===== src/rtl/dscc_pkg.sv =====
// Shared types, constants and helpers for the dust sample check and convert block.
// Used by every module under rtl/; depends on nothing else.
`timescale 1ns / 1ps
`default_nettype none

package dscc_pkg;

   // Converter sample width on the request side.
   localparam int SAMPLE_BITS = 12;
   // Fixed widths of the register and result fields.
   localparam int CFG_BITS    = 16;
   localparam int LIMIT_BITS  = 8;
   localparam int RAW_BITS    = 12;
   localparam int COUNT_BITS  = 8;
   localparam int OUT_BITS    = 16;
   localparam int INDEX_BITS  = 3;

   // Microvolt-style scaling from mV per mg/m3 to ug/m3.
   localparam int SCALE_BITS  = 10;
   localparam logic [SCALE_BITS-1:0] DUST_SCALE = SCALE_BITS'(1000);
   localparam logic [COUNT_BITS-1:0] COUNT_MAX  = '1;

   // The shared divider must hold the larger of the two dividends.
   localparam int VOLT_PROD_BITS = SAMPLE_BITS + CFG_BITS;
   localparam int DUST_PROD_BITS = OUT_BITS + SCALE_BITS;
   localparam int DIV_BITS = (VOLT_PROD_BITS > DUST_PROD_BITS) ? VOLT_PROD_BITS
                                                               : DUST_PROD_BITS;
   localparam int DIV_CNT_BITS = $clog2(DIV_BITS);

   // Result status codes.
   typedef enum logic [1:0] {
      ST_VALID        = 2'd0,
      ST_FS_ZERO      = 2'd1,
      ST_DISCONNECTED = 2'd2
   } status_type;

   // Configuration register indexes.
   typedef enum logic [INDEX_BITS-1:0] {
      REG_FULL_SCALE    = 3'd0,
      REG_REFERENCE_MV  = 3'd1,
      REG_ZERO_DUST_MV  = 3'd2,
      REG_SLOPE         = 3'd3,
      REG_LOW_LIMIT     = 3'd4,
      REG_HIGH_LIMIT    = 3'd5,
      REG_MIN_DIFF      = 3'd6,
      REG_FAILURE_LIMIT = 3'd7
   } reg_index_type;

   // Current configuration as seen by the datapath.
   typedef struct packed {
      logic [CFG_BITS-1:0]   full_scale_code;
      logic [CFG_BITS-1:0]   reference_mv;
      logic [CFG_BITS-1:0]   zero_dust_mv;
      logic [CFG_BITS-1:0]   slope_mv_per_mg;
      logic [CFG_BITS-1:0]   low_limit;
      logic [CFG_BITS-1:0]   high_limit;
      logic [CFG_BITS-1:0]   min_difference;
      logic [LIMIT_BITS-1:0] failure_limit;
   } cfg_type;

   // Controller states.
   typedef enum logic [3:0] {
      S_IDLE,
      S_CHECK,
      S_DECIDE,
      S_START_V,
      S_DIV_V,
      S_MUL_D,
      S_START_D,
      S_DIV_D,
      S_FINISH
   } state_type;

   // Commands from the controller to the datapath.
   typedef struct packed {
      logic capture;
      logic check;
      logic mul_volt;
      logic div_start;
      logic div_dust;
      logic take_volt;
      logic mul_dust;
      logic take_dust;
      logic load_out;
   } cmd_type;

   // Status from the datapath to the controller.
   typedef struct packed {
      logic convert;
      logic div_done;
      logic dust_needed;
      logic out_free;
   } sts_type;

   // Saturate a divider quotient to the 16-bit result range.
   function automatic logic [OUT_BITS-1:0] sat16(input logic [DIV_BITS-1:0] q);
      logic [OUT_BITS-1:0] r;
      if (|q[DIV_BITS-1:OUT_BITS]) begin
         r = '1;
      end else begin
         r = q[OUT_BITS-1:0];
      end
      return r;
   endfunction

endpackage

`default_nettype wire


===== src/rtl/dscc_regs.sv =====
// Configuration register file for the dust sample check and convert block.
// Depends on dscc_pkg for the register index codes and the cfg_type struct.
`timescale 1ns / 1ps
`default_nettype none

module dscc_regs (
   input  wire logic                              clock,
   input  wire logic                              reset,
   input  wire logic                              csr_valid,
   output logic                                   csr_ready,
   input  wire logic [dscc_pkg::INDEX_BITS-1:0]   csr_index,
   input  wire logic [dscc_pkg::CFG_BITS-1:0]     csr_wdata,
   output dscc_pkg::cfg_type                      cfg
);
   import dscc_pkg::*;

   cfg_type cfg_ff;
   cfg_type cfg_in;

   // Writes are always taken.
   assign csr_ready = 1'b1;
   assign cfg       = cfg_ff;

   // Decode the index and update one register per write word.
   always_comb begin
      cfg_in = cfg_ff;
      if (csr_valid) begin
         unique case (reg_index_type'(csr_index))
            REG_FULL_SCALE:    cfg_in.full_scale_code = csr_wdata;
            REG_REFERENCE_MV:  cfg_in.reference_mv    = csr_wdata;
            REG_ZERO_DUST_MV:  cfg_in.zero_dust_mv    = csr_wdata;
            REG_SLOPE:         cfg_in.slope_mv_per_mg = csr_wdata;
            REG_LOW_LIMIT:     cfg_in.low_limit       = csr_wdata;
            REG_HIGH_LIMIT:    cfg_in.high_limit      = csr_wdata;
            REG_MIN_DIFF:      cfg_in.min_difference  = csr_wdata;
            REG_FAILURE_LIMIT: cfg_in.failure_limit   = csr_wdata[LIMIT_BITS-1:0];
            default:           cfg_in = cfg_ff;
         endcase
      end
   end

   // Register bank with its reset values.
   always_ff @(posedge clock) begin
      if (reset) begin
         cfg_ff.full_scale_code <= CFG_BITS'(4095);
         cfg_ff.reference_mv    <= CFG_BITS'(3300);
         cfg_ff.zero_dust_mv    <= CFG_BITS'(600);
         cfg_ff.slope_mv_per_mg <= CFG_BITS'(500);
         cfg_ff.low_limit       <= CFG_BITS'(20);
         cfg_ff.high_limit      <= CFG_BITS'(4075);
         cfg_ff.min_difference  <= CFG_BITS'(20);
         cfg_ff.failure_limit   <= LIMIT_BITS'(3);
      end else begin
         cfg_ff <= cfg_in;
      end
   end

endmodule

`default_nettype wire


===== src/rtl/dscc_div.sv =====
// Shared restoring divider, one quotient bit per cycle.
// Depends on dscc_pkg for DIV_BITS and the counter width.
`timescale 1ns / 1ps
`default_nettype none

module dscc_div (
   input  wire logic                            clock,
   input  wire logic                            reset,
   input  wire logic                            start,
   input  wire logic [dscc_pkg::DIV_BITS-1:0]   dividend,
   input  wire logic [dscc_pkg::CFG_BITS-1:0]   divisor,
   output logic                                 done,
   output logic [dscc_pkg::DIV_BITS-1:0]        quotient
);
   import dscc_pkg::*;

   logic                    busy_ff, busy_in;
   logic                    done_ff, done_in;
   logic [DIV_CNT_BITS-1:0] count_ff, count_in;
   logic [CFG_BITS-1:0]     rem_ff, rem_in;
   logic [CFG_BITS-1:0]     dsr_ff, dsr_in;
   logic [DIV_BITS-1:0]     quo_ff, quo_in;
   logic [CFG_BITS:0]       trial;
   logic                    fits;

   assign done     = done_ff;
   assign quotient = quo_ff;

   // One restoring step: shift in the next dividend bit and try a subtract.
   assign trial = {rem_ff, quo_ff[DIV_BITS-1]};
   assign fits  = (trial >= {1'b0, dsr_ff});

   always_comb begin
      busy_in  = busy_ff;
      done_in  = 1'b0;
      count_in = count_ff;
      rem_in   = rem_ff;
      dsr_in   = dsr_ff;
      quo_in   = quo_ff;
      if (start) begin
         busy_in  = 1'b1;
         count_in = DIV_CNT_BITS'(DIV_BITS - 1);
         rem_in   = '0;
         dsr_in   = divisor;
         quo_in   = dividend;
      end else if (busy_ff) begin
         rem_in = fits ? CFG_BITS'(trial - {1'b0, dsr_ff}) : trial[CFG_BITS-1:0];
         quo_in = {quo_ff[DIV_BITS-2:0], fits};
         count_in = count_ff - 1'b1;
         if (count_ff == '0) begin
            busy_in = 1'b0;
            done_in = 1'b1;
         end
      end
   end

   // Control flags are reset; the working words are not.
   always_ff @(posedge clock) begin
      if (reset) begin
         busy_ff <= 1'b0;
         done_ff <= 1'b0;
      end else begin
         busy_ff <= busy_in;
         done_ff <= done_in;
      end
   end

   always_ff @(posedge clock) begin
      count_ff <= count_in;
      rem_ff   <= rem_in;
      dsr_ff   <= dsr_in;
      quo_ff   <= quo_in;
   end

endmodule

`default_nettype wire


===== src/rtl/dscc_dp.sv =====
// Datapath: plausibility check, failure counter, multipliers, output register.
// Depends on dscc_pkg and instantiates dscc_div.
`timescale 1ns / 1ps
`default_nettype none

module dscc_dp (
   input  wire logic                               clock,
   input  wire logic                               reset,
   input  wire dscc_pkg::cfg_type                  cfg,
   input  wire dscc_pkg::cmd_type                  cmd,
   output dscc_pkg::sts_type                       sts,
   input  wire logic [dscc_pkg::SAMPLE_BITS-1:0]   req_sample_led_off,
   input  wire logic [dscc_pkg::SAMPLE_BITS-1:0]   req_sample_led_on,
   output logic                                    rsp_valid,
   input  wire logic                               rsp_ready,
   output dscc_pkg::status_type                    rsp_status,
   output logic [dscc_pkg::RAW_BITS-1:0]           rsp_raw_code,
   output logic                                    rsp_suspect,
   output logic [dscc_pkg::COUNT_BITS-1:0]         rsp_failure_count,
   output logic [dscc_pkg::OUT_BITS-1:0]           rsp_voltage_mv,
   output logic [dscc_pkg::OUT_BITS-1:0]           rsp_dust_ug_m3
);
   import dscc_pkg::*;

   // Captured request word.
   logic [SAMPLE_BITS-1:0] off_ff, on_ff;
   // Working result.
   status_type             status_ff, status_in;
   logic                   suspect_ff, suspect_in;
   logic [RAW_BITS-1:0]    raw_ff, raw_in;
   logic [COUNT_BITS-1:0]  count_ff, count_in;
   logic [OUT_BITS-1:0]    volt_ff, dust_ff;
   logic [DIV_BITS-1:0]    product_ff;
   // Output register.
   logic                   rsp_valid_ff, rsp_valid_in;
   status_type             out_status_ff;
   logic [RAW_BITS-1:0]    out_raw_ff;
   logic                   out_suspect_ff;
   logic [COUNT_BITS-1:0]  out_count_ff;
   logic [OUT_BITS-1:0]    out_volt_ff, out_dust_ff;

   logic [SAMPLE_BITS-1:0] delta;
   logic                   suspect_c;
   logic [COUNT_BITS-1:0]  count_inc;
   logic [OUT_BITS-1:0]    volt_excess;
   logic                   div_done;
   logic [DIV_BITS-1:0]    quotient;
   logic [CFG_BITS-1:0]    divisor;

   // Plausibility check on the captured samples.
   assign delta     = (on_ff > off_ff) ? (on_ff - off_ff) : (off_ff - on_ff);
   assign suspect_c = (CFG_BITS'(on_ff) <= cfg.low_limit)
                   || (CFG_BITS'(on_ff) >= cfg.high_limit)
                   || (CFG_BITS'(delta) < cfg.min_difference);
   assign count_inc = (count_ff == COUNT_MAX) ? count_ff : count_ff + 1'b1;

   // Result of the check step: status, suspect flag and new counter value.
   always_comb begin
      status_in  = status_ff;
      suspect_in = suspect_ff;
      raw_in     = raw_ff;
      count_in   = count_ff;
      if (cmd.check) begin
         if (cfg.full_scale_code == '0) begin
            status_in  = ST_FS_ZERO;
            suspect_in = 1'b0;
            raw_in     = '0;
         end else begin
            raw_in     = RAW_BITS'(on_ff);
            suspect_in = suspect_c;
            if (suspect_c) begin
               count_in  = count_inc;
               status_in = (count_inc >= cfg.failure_limit) ? ST_DISCONNECTED : ST_VALID;
            end else begin
               count_in  = '0;
               status_in = ST_VALID;
            end
         end
      end
   end

   // The shared divider takes full scale first and the slope second.
   assign divisor = cmd.div_dust ? cfg.slope_mv_per_mg : cfg.full_scale_code;

   dscc_div u_div (
      .clock    (clock),
      .reset    (reset),
      .start    (cmd.div_start),
      .dividend (product_ff),
      .divisor  (divisor),
      .done     (div_done),
      .quotient (quotient)
   );

   assign volt_excess = volt_ff - cfg.zero_dust_mv;

   // Status back to the controller.
   always_comb begin
      sts.convert     = (status_ff == ST_VALID);
      sts.div_done    = div_done;
      sts.dust_needed = (cfg.slope_mv_per_mg != '0) && (volt_ff > cfg.zero_dust_mv);
      sts.out_free    = !rsp_valid_ff || rsp_ready;
   end

   // Output valid: set on load, cleared when the word is taken.
   always_comb begin
      rsp_valid_in = rsp_valid_ff;
      if (rsp_valid_ff && rsp_ready) begin
         rsp_valid_in = 1'b0;
      end
      if (cmd.load_out) begin
         rsp_valid_in = 1'b1;
      end
   end

   // Control state: failure counter and output valid.
   always_ff @(posedge clock) begin
      if (reset) begin
         count_ff     <= '0;
         rsp_valid_ff <= 1'b0;
      end else begin
         count_ff     <= count_in;
         rsp_valid_ff <= rsp_valid_in;
      end
   end

   // Working registers.
   always_ff @(posedge clock) begin
      status_ff  <= status_in;
      suspect_ff <= suspect_in;
      raw_ff     <= raw_in;
      if (cmd.capture) begin
         off_ff <= req_sample_led_off;
         on_ff  <= req_sample_led_on;
      end
      if (cmd.check) begin
         volt_ff <= '0;
         dust_ff <= '0;
      end
      if (cmd.mul_volt) begin
         product_ff <= DIV_BITS'(on_ff) * DIV_BITS'(cfg.reference_mv);
      end
      if (cmd.mul_dust) begin
         product_ff <= DIV_BITS'(volt_excess) * DIV_BITS'(DUST_SCALE);
      end
      if (cmd.take_volt) begin
         volt_ff <= sat16(quotient);
      end
      if (cmd.take_dust) begin
         dust_ff <= sat16(quotient);
      end
   end

   // Output register, loaded once per finished item.
   always_ff @(posedge clock) begin
      if (cmd.load_out) begin
         out_status_ff  <= status_ff;
         out_raw_ff     <= raw_ff;
         out_suspect_ff <= suspect_ff;
         out_count_ff   <= count_ff;
         out_volt_ff    <= volt_ff;
         out_dust_ff    <= dust_ff;
      end
   end

   assign rsp_valid         = rsp_valid_ff;
   assign rsp_status        = out_status_ff;
   assign rsp_raw_code      = out_raw_ff;
   assign rsp_suspect       = out_suspect_ff;
   assign rsp_failure_count = out_count_ff;
   assign rsp_voltage_mv    = out_volt_ff;
   assign rsp_dust_ug_m3    = out_dust_ff;

endmodule

`default_nettype wire


===== src/rtl/dscc_ctrl.sv =====
// Controller state machine that steps the datapath through one item.
// Depends on dscc_pkg for the state, command and status types.
`timescale 1ns / 1ps
`default_nettype none

module dscc_ctrl (
   input  wire logic          clock,
   input  wire logic          reset,
   input  wire logic          req_valid,
   output logic               req_ready,
   input  wire dscc_pkg::sts_type sts,
   output dscc_pkg::cmd_type  cmd
);
   import dscc_pkg::*;

   state_type state_ff, state_in;

   // State register.
   always_ff @(posedge clock) begin
      if (reset) begin
         state_ff <= S_IDLE;
      end else begin
         state_ff <= state_in;
      end
   end

   // Next state and commands.
   always_comb begin
      state_in  = state_ff;
      cmd       = '0;
      req_ready = 1'b0;
      unique case (state_ff)
         S_IDLE: begin
            req_ready = 1'b1;
            if (req_valid) begin
               cmd.capture = 1'b1;
               state_in    = S_CHECK;
            end
         end
         S_CHECK: begin
            cmd.check = 1'b1;
            state_in  = S_DECIDE;
         end
         S_DECIDE: begin
            if (sts.convert) begin
               cmd.mul_volt = 1'b1;
               state_in     = S_START_V;
            end else begin
               state_in = S_FINISH;
            end
         end
         S_START_V: begin
            cmd.div_start = 1'b1;
            state_in      = S_DIV_V;
         end
         S_DIV_V: begin
            if (sts.div_done) begin
               cmd.take_volt = 1'b1;
               state_in      = S_MUL_D;
            end
         end
         S_MUL_D: begin
            if (sts.dust_needed) begin
               cmd.mul_dust = 1'b1;
               state_in     = S_START_D;
            end else begin
               state_in = S_FINISH;
            end
         end
         S_START_D: begin
            cmd.div_start = 1'b1;
            cmd.div_dust  = 1'b1;
            state_in      = S_DIV_D;
         end
         S_DIV_D: begin
            cmd.div_dust = 1'b1;
            if (sts.div_done) begin
               cmd.take_dust = 1'b1;
               state_in      = S_FINISH;
            end
         end
         S_FINISH: begin
            if (sts.out_free) begin
               cmd.load_out = 1'b1;
               state_in     = S_IDLE;
            end
         end
         default: state_in = S_IDLE;
      endcase
   end

endmodule

`default_nettype wire


===== src/rtl/dust_sample_check_convert_core.sv =====
// Top level of the dust sample check and convert block.
// Depends on dscc_pkg and instantiates dscc_regs, dscc_ctrl and dscc_dp.
//
//   channel   direction  handshake              word
//   req_      in         req_valid / req_ready  LED-off and LED-on samples
//   rsp_      out        rsp_valid / rsp_ready  status, raw, suspect, count, mV, ug/m3
//   csr_      in         csr_valid / csr_ready  register index and write data
//
// The time from acceptance to the next acceptance is set mostly by the shared
// restoring divider, at one quotient bit per cycle and up to two divisions per
// item. Items flagged as disconnected or full scale zero skip both divisions,
// and items with no dust division take only the voltage division.
// Reset is synchronous and active high; it restores the register defaults and
// clears the failure counter. A result waiting in the output register does not
// stop the next request word being taken; the block stalls only when a second
// result is ready before the first has gone.
`timescale 1ns / 1ps
`default_nettype none

module dust_sample_check_convert_core (
   input  wire logic                               clock,
   input  wire logic                               reset,
   input  wire logic                               req_valid,
   output logic                                    req_ready,
   input  wire logic [dscc_pkg::SAMPLE_BITS-1:0]   req_sample_led_off,
   input  wire logic [dscc_pkg::SAMPLE_BITS-1:0]   req_sample_led_on,
   output logic                                    rsp_valid,
   input  wire logic                               rsp_ready,
   output dscc_pkg::status_type                    rsp_status,
   output logic [dscc_pkg::RAW_BITS-1:0]           rsp_raw_code,
   output logic                                    rsp_suspect,
   output logic [dscc_pkg::COUNT_BITS-1:0]         rsp_failure_count,
   output logic [dscc_pkg::OUT_BITS-1:0]           rsp_voltage_mv,
   output logic [dscc_pkg::OUT_BITS-1:0]           rsp_dust_ug_m3,
   input  wire logic                               csr_valid,
   output logic                                    csr_ready,
   input  wire logic [dscc_pkg::INDEX_BITS-1:0]    csr_index,
   input  wire logic [dscc_pkg::CFG_BITS-1:0]      csr_wdata
);
   import dscc_pkg::*;

   cfg_type cfg;
   cmd_type cmd;
   sts_type sts;

   // Configuration registers.
   dscc_regs u_regs (
      .clock     (clock),
      .reset     (reset),
      .csr_valid (csr_valid),
      .csr_ready (csr_ready),
      .csr_index (csr_index),
      .csr_wdata (csr_wdata),
      .cfg       (cfg)
   );

   // Sequencer.
   dscc_ctrl u_ctrl (
      .clock     (clock),
      .reset     (reset),
      .req_valid (req_valid),
      .req_ready (req_ready),
      .sts       (sts),
      .cmd       (cmd)
   );

   // Check, counter and conversion datapath.
   dscc_dp u_dp (
      .clock              (clock),
      .reset              (reset),
      .cfg                (cfg),
      .cmd                (cmd),
      .sts                (sts),
      .req_sample_led_off (req_sample_led_off),
      .req_sample_led_on  (req_sample_led_on),
      .rsp_valid          (rsp_valid),
      .rsp_ready          (rsp_ready),
      .rsp_status         (rsp_status),
      .rsp_raw_code       (rsp_raw_code),
      .rsp_suspect        (rsp_suspect),
      .rsp_failure_count  (rsp_failure_count),
      .rsp_voltage_mv     (rsp_voltage_mv),
      .rsp_dust_ug_m3     (rsp_dust_ug_m3)
   );

endmodule

`default_nettype wire


===== config.mk =====
export PLATFORM = sky130hd
export DESIGN_NAME = dust_sample_check_convert_core
export DESIGN_NICKNAME = d
export VERILOG_FILES = /design/src/rtl/dscc_pkg.sv /design/src/rtl/dscc_regs.sv /design/src/rtl/dscc_div.sv /design/src/rtl/dscc_dp.sv /design/src/rtl/dscc_ctrl.sv /design/src/rtl/dust_sample_check_convert_core.sv
export SDC_FILE = /design/constraint.sdc
export NUM_CORES = 1
export LEC_CHECK = 0
export BUFFER_PORTS_ARGS = -buffer_cell sky130_fd_sc_hd__buf_4
export CORE_UTILIZATION = 40
export CTS_BUF_LIST = sky130_fd_sc_hd__clkbuf_16
export CTS_CLUSTER_DIAMETER = 30
export CTS_CLUSTER_SIZE = 14
export DETAILED_ROUTE_END_ITERATION = 6
export PLACE_DENSITY = 0.57
export SLEW_MARGIN = 40
export SYNTH_ARGS = -nofsm -noshare
export SYNTH_HDL_FRONTEND = slang
export SYNTH_SLANG_ARGS = --single-unit

===== constraint.sdc =====
create_clock -name clock -period 13.4 [get_ports clock]
set_clock_uncertainty 0.2 [all_clocks]
set_input_delay 3.35 -clock clock [delete_from_list [all_inputs] [get_ports clock]]
set_output_delay 3.35 -clock clock [all_outputs]
set_load 0.02 [all_outputs]

==> run metrics <==
status=finished clean; gpl congestion=0.886; FF/Latch Area=9020 um^2; Rel. slew slack=0.452; total grt overflow=0; Buffers on Ports=104; chip height=256 um; number of DRC markers in iteration 0=1316; maximum VDD drop=0.000415 V; post-CTS sizing=0; DRC Markers=0; crit path launch type=flop; post-synth net total=3191; CTS tree=built; Max FO, Critical Path=6; Post-DRT Antenna Nets=0; synthesized area per cell=9.42 um^2; die area=65500 um^2; fillers=5928; post-route clock period utilization=0.546; H-tree levels=3; Seq/Total Area, Yosys=0.350; routed vias=19500; clock buffer depth=3; worst-skew pair later-pin latency=610 ps; Post-synth EDFFs=193; Nets=3287; Cell Area, Placed=27400 um^2; Final Hold Vio Count=0; area grow syn2layout=17.9%; Arr. time, crit path=7450 ps; Max-Cap Viols=0; Max Slew Vio Count=0; Peak Freq=137 MHz; die width=256 um; critical path endpoint category=flop; Pwr per Cell Area=288 nW/um^2; largest net degree at the start of global routing=74; Overall Power=8.75 mW; I/O pin count=106; mapped cell area=25800 um^2; CTS Root Cell=clkbuf_16; Core Area=63400 um^2; layout cell share with drive strength beyond 1=0.112; worst slew pin tran=815 ps; Yosys warnings=0; Required @ worst endpoint=13530 ps; TNS Setup=0 ps; Multi-input gate area=15000 um^2; count of state elements after synthesis=354; DR pass1 iterations=5; CTS Sinks=354; initial antenna violation count=2; hold buffers post-CTS=0; final setup fails=0; vias in the first global route=19900; aggregate global-route resource usage=0.201; Mapped Cells=2738; Post-Route WL=64.5 mm; routed len/inst=17.2 um; post-route cell area=30400 um^2; initial core utilization=0.407; TritonCTS Buffers=84; critical path class=flop to flop; routed vias/inst=5.19; Worst-path clk slew=50 ps; Static Leakage=13.4 nW; ys flop type=edfxtp_1; asr flop ratio synth=0; post-DP HPWL=48.2 mm; Hold WC Path Type=flop to flop; setup repair bufs after CTS=0; Core Rows=92; unrepaired setup endpoints after global routing=false; synth unique cells=89; first-pass GRT wire length=105 mm; min Tclk post-route=7320 ps
[final timing paths]
path | slack (ps) | depth (start not counted) | to | from
worst max-delay path | 6080 | 25 | u_dp.product_ff[25]$_DFFE_PP_ | u_regs.cfg[73]$_SDFFE_PP0P_
worst min-delay path | 210 | 0 | u_dp.rsp_dust_ug_m3[11]$_DFFE_PP_ | u_dp.dust_ff[11]$_SDFFCE_PN0P_
worst max register to register | 6080 | 25 | u_dp.product_ff[25]$_DFFE_PP_ | u_regs.cfg[73]$_SDFFE_PP0P_
worst min register to register | 210 | 0 | u_dp.rsp_dust_ug_m3[11]$_DFFE_PP_ | u_dp.dust_ff[11]$_SDFFCE_PN0P_
[state kept, by name, summed over array words and instances (netlist names), 12 cells and up]
register,flops
u_dp.dust_ff,16
u_dp.off_ff,12
u_dp.on_ff,12
u_dp.product_ff,28
u_dp.raw_ff,12
u_dp.rsp_dust_ug_m3,16
u_dp.rsp_raw_code,12
u_dp.rsp_voltage_mv,16
u_dp.u_div.dsr_ff,16
u_dp.u_div.quotient,28
u_dp.u_div.rem_ff,16
u_dp.volt_ff,16
u_regs.cfg,120
[worst max-delay path, cell delays in order, from the launching register on]
cell       delay (ps)
dfxtp_1           380
inv_1              60
ha_1              300
nor2b_1           180
o21ai_2            90
a21boi_2          240
o31ai_4           110
a2111oi_0         590
o31a_1            300
or2_0             380
xor2_1            190
fa_1              560
inv_1              50
fa_1              530
fa_1              460
fa_1              520
inv_1              50
ha_1              360
a21o_1            200
a31o_2            250
a211oi_1          200
nor2_1             60
a311o_1           340
a211o_1           290
nand4_1            80
o31ai_1            70
[power breakdown]
group          total, mW  internal (mW)  switching, mW
clock network       2.10           1.45          0.655
registers           1.32           1.26         0.0670
logic               5.33           2.26           3.07
total               8.75           4.96           3.79
[cell usage in the layout (no fill, tap or decap), drive strengths merged, types with 15 or more instances in the layout]
cell type,count
clkinv,25
nand2,460
a31oi,16
a21oi,163
edfxtp,193
nor4,22
and3,15
inv,383
o21a,16
clkbuf,87
nand3b,16
and2,62
nand2b,15
mux2i,24
a21o,56
fa,190
buf,129
nor2,156
mux2,22
a211o,34
xor2,33
nor2b,32
o21ai,66
nand3,33
a211oi,15
xnor2,54
nor3,30
ha,215
dfxtp,161
nand4,23
[per-layer routing]
metal / up-vias / GRT usage / wire length [um]
li1: 9382 / - / -
met1: 9471 / 0.264 / 29300
met2: 493 / 0.331 / 30300
met3: 122 / 0.0305 / 2890
met4: 0 / 0.0790 / 1990
met5: - / 0 / 0
[cell families (layout without fill, tap and decap cells)]
| logic type | count (synthesis) | in the layout | synth area share |
|---|---|---|---|
| simple gates | 896 | 896 | 0.157 |
| buf+inv | 482 | 648 | 0.0715 |
| compound gates | 464 | 464 | 0.120 |
| fa+ha+maj | 408 | 408 | 0.253 |
| flops | 354 | 354 | 0.350 |
| xor+xnor | 87 | 87 | 0.0298 |
| mux | 46 | 46 | 0.0189 |
| other cells | 1 | 3 | 0.000145 |
[cell type report]
| type | instances | area share |
|---|---|---|
| flip-flops and latches | 354 | 0.297 |
| diodes | 2 | 0.000165 |
| repair buffers | 129 | 0.0328 |
| clock buffers | 87 | 0.0716 |
| inverters | 363 | 0.0448 |
| multi-input cells | 1902 | 0.493 |
| well taps | 846 | 0.0348 |
| clock inverters | 69 | 0.0261 |
[cells in the mapped netlist (4+ instances only)]
| library cell | count | share of area |
|---|---|---|
| buf_2 | 10 | 0.0019 |
| a21o_1 | 56 | 0.016 |
| or2_2 | 7 | 0.0017 |
| ha_1 | 215 | 0.10 |
| inv_1 | 363 | 0.053 |
| nor2b_1 | 32 | 0.0078 |
| nand3_1 | 33 | 0.0064 |
| xnor2_1 | 54 | 0.018 |
| mux2_2 | 21 | 0.0092 |
| clkbuf_1 | 94 | 0.014 |
| xor2_1 | 32 | 0.011 |
| nor2_1 | 155 | 0.023 |
| and4_1 | 6 | 0.0020 |
| nor3b_1 | 4 | 0.0012 |
| o31ai_1 | 8 | 0.0023 |
| o21bai_1 | 10 | 0.0029 |
| nor3_1 | 30 | 0.0058 |
| o21a_1 | 16 | 0.0047 |
| and3_1 | 15 | 0.0036 |
| a32o_1 | 7 | 0.0027 |
| mux2i_1 | 24 | 0.0093 |
| a21oi_1 | 161 | 0.031 |
| clkbuf_2 | 8 | 0.0016 |
| a211o_1 | 34 | 0.012 |
| fa_1 | 190 | 0.15 |
| and2_1 | 62 | 0.015 |
| nand4_1 | 22 | 0.0053 |
| o22ai_1 | 14 | 0.0034 |
| nand3b_1 | 16 | 0.0047 |
| o211ai_1 | 9 | 0.0026 |
| o21ai_0 | 62 | 0.012 |
| edfxtp_1 | 193 | 0.22 |
| buf_1 | 5 | 0.00073 |
| dfxtp_1 | 161 | 0.12 |
| or3_1 | 9 | 0.0022 |
| a31oi_1 | 13 | 0.0032 |
| nand2_1 | 460 | 0.067 |
| nand2b_1 | 15 | 0.0036 |
| a211oi_1 | 14 | 0.0041 |
| nor4_1 | 22 | 0.0053 |
[stage by stage]
| step | std cells | util | hold WS (ps) | worst slack, ps |
|---|---|---|---|---|
| floorplan | 2738 | - | 200 | 6760 |
| finish | 3752 | 0.479 | 215 | 6080 |
| global route | 3752 | 0.479 | 221 | 5550 |
| CTS | 3748 | 0.479 | 216 | 6070 |
| detailed placement | 3592 | 0.432 | 205 | 6120 |
| global placement | 3589 | 0.431 | 201 | 6240 |
Power figures use the tool's default switching activity.
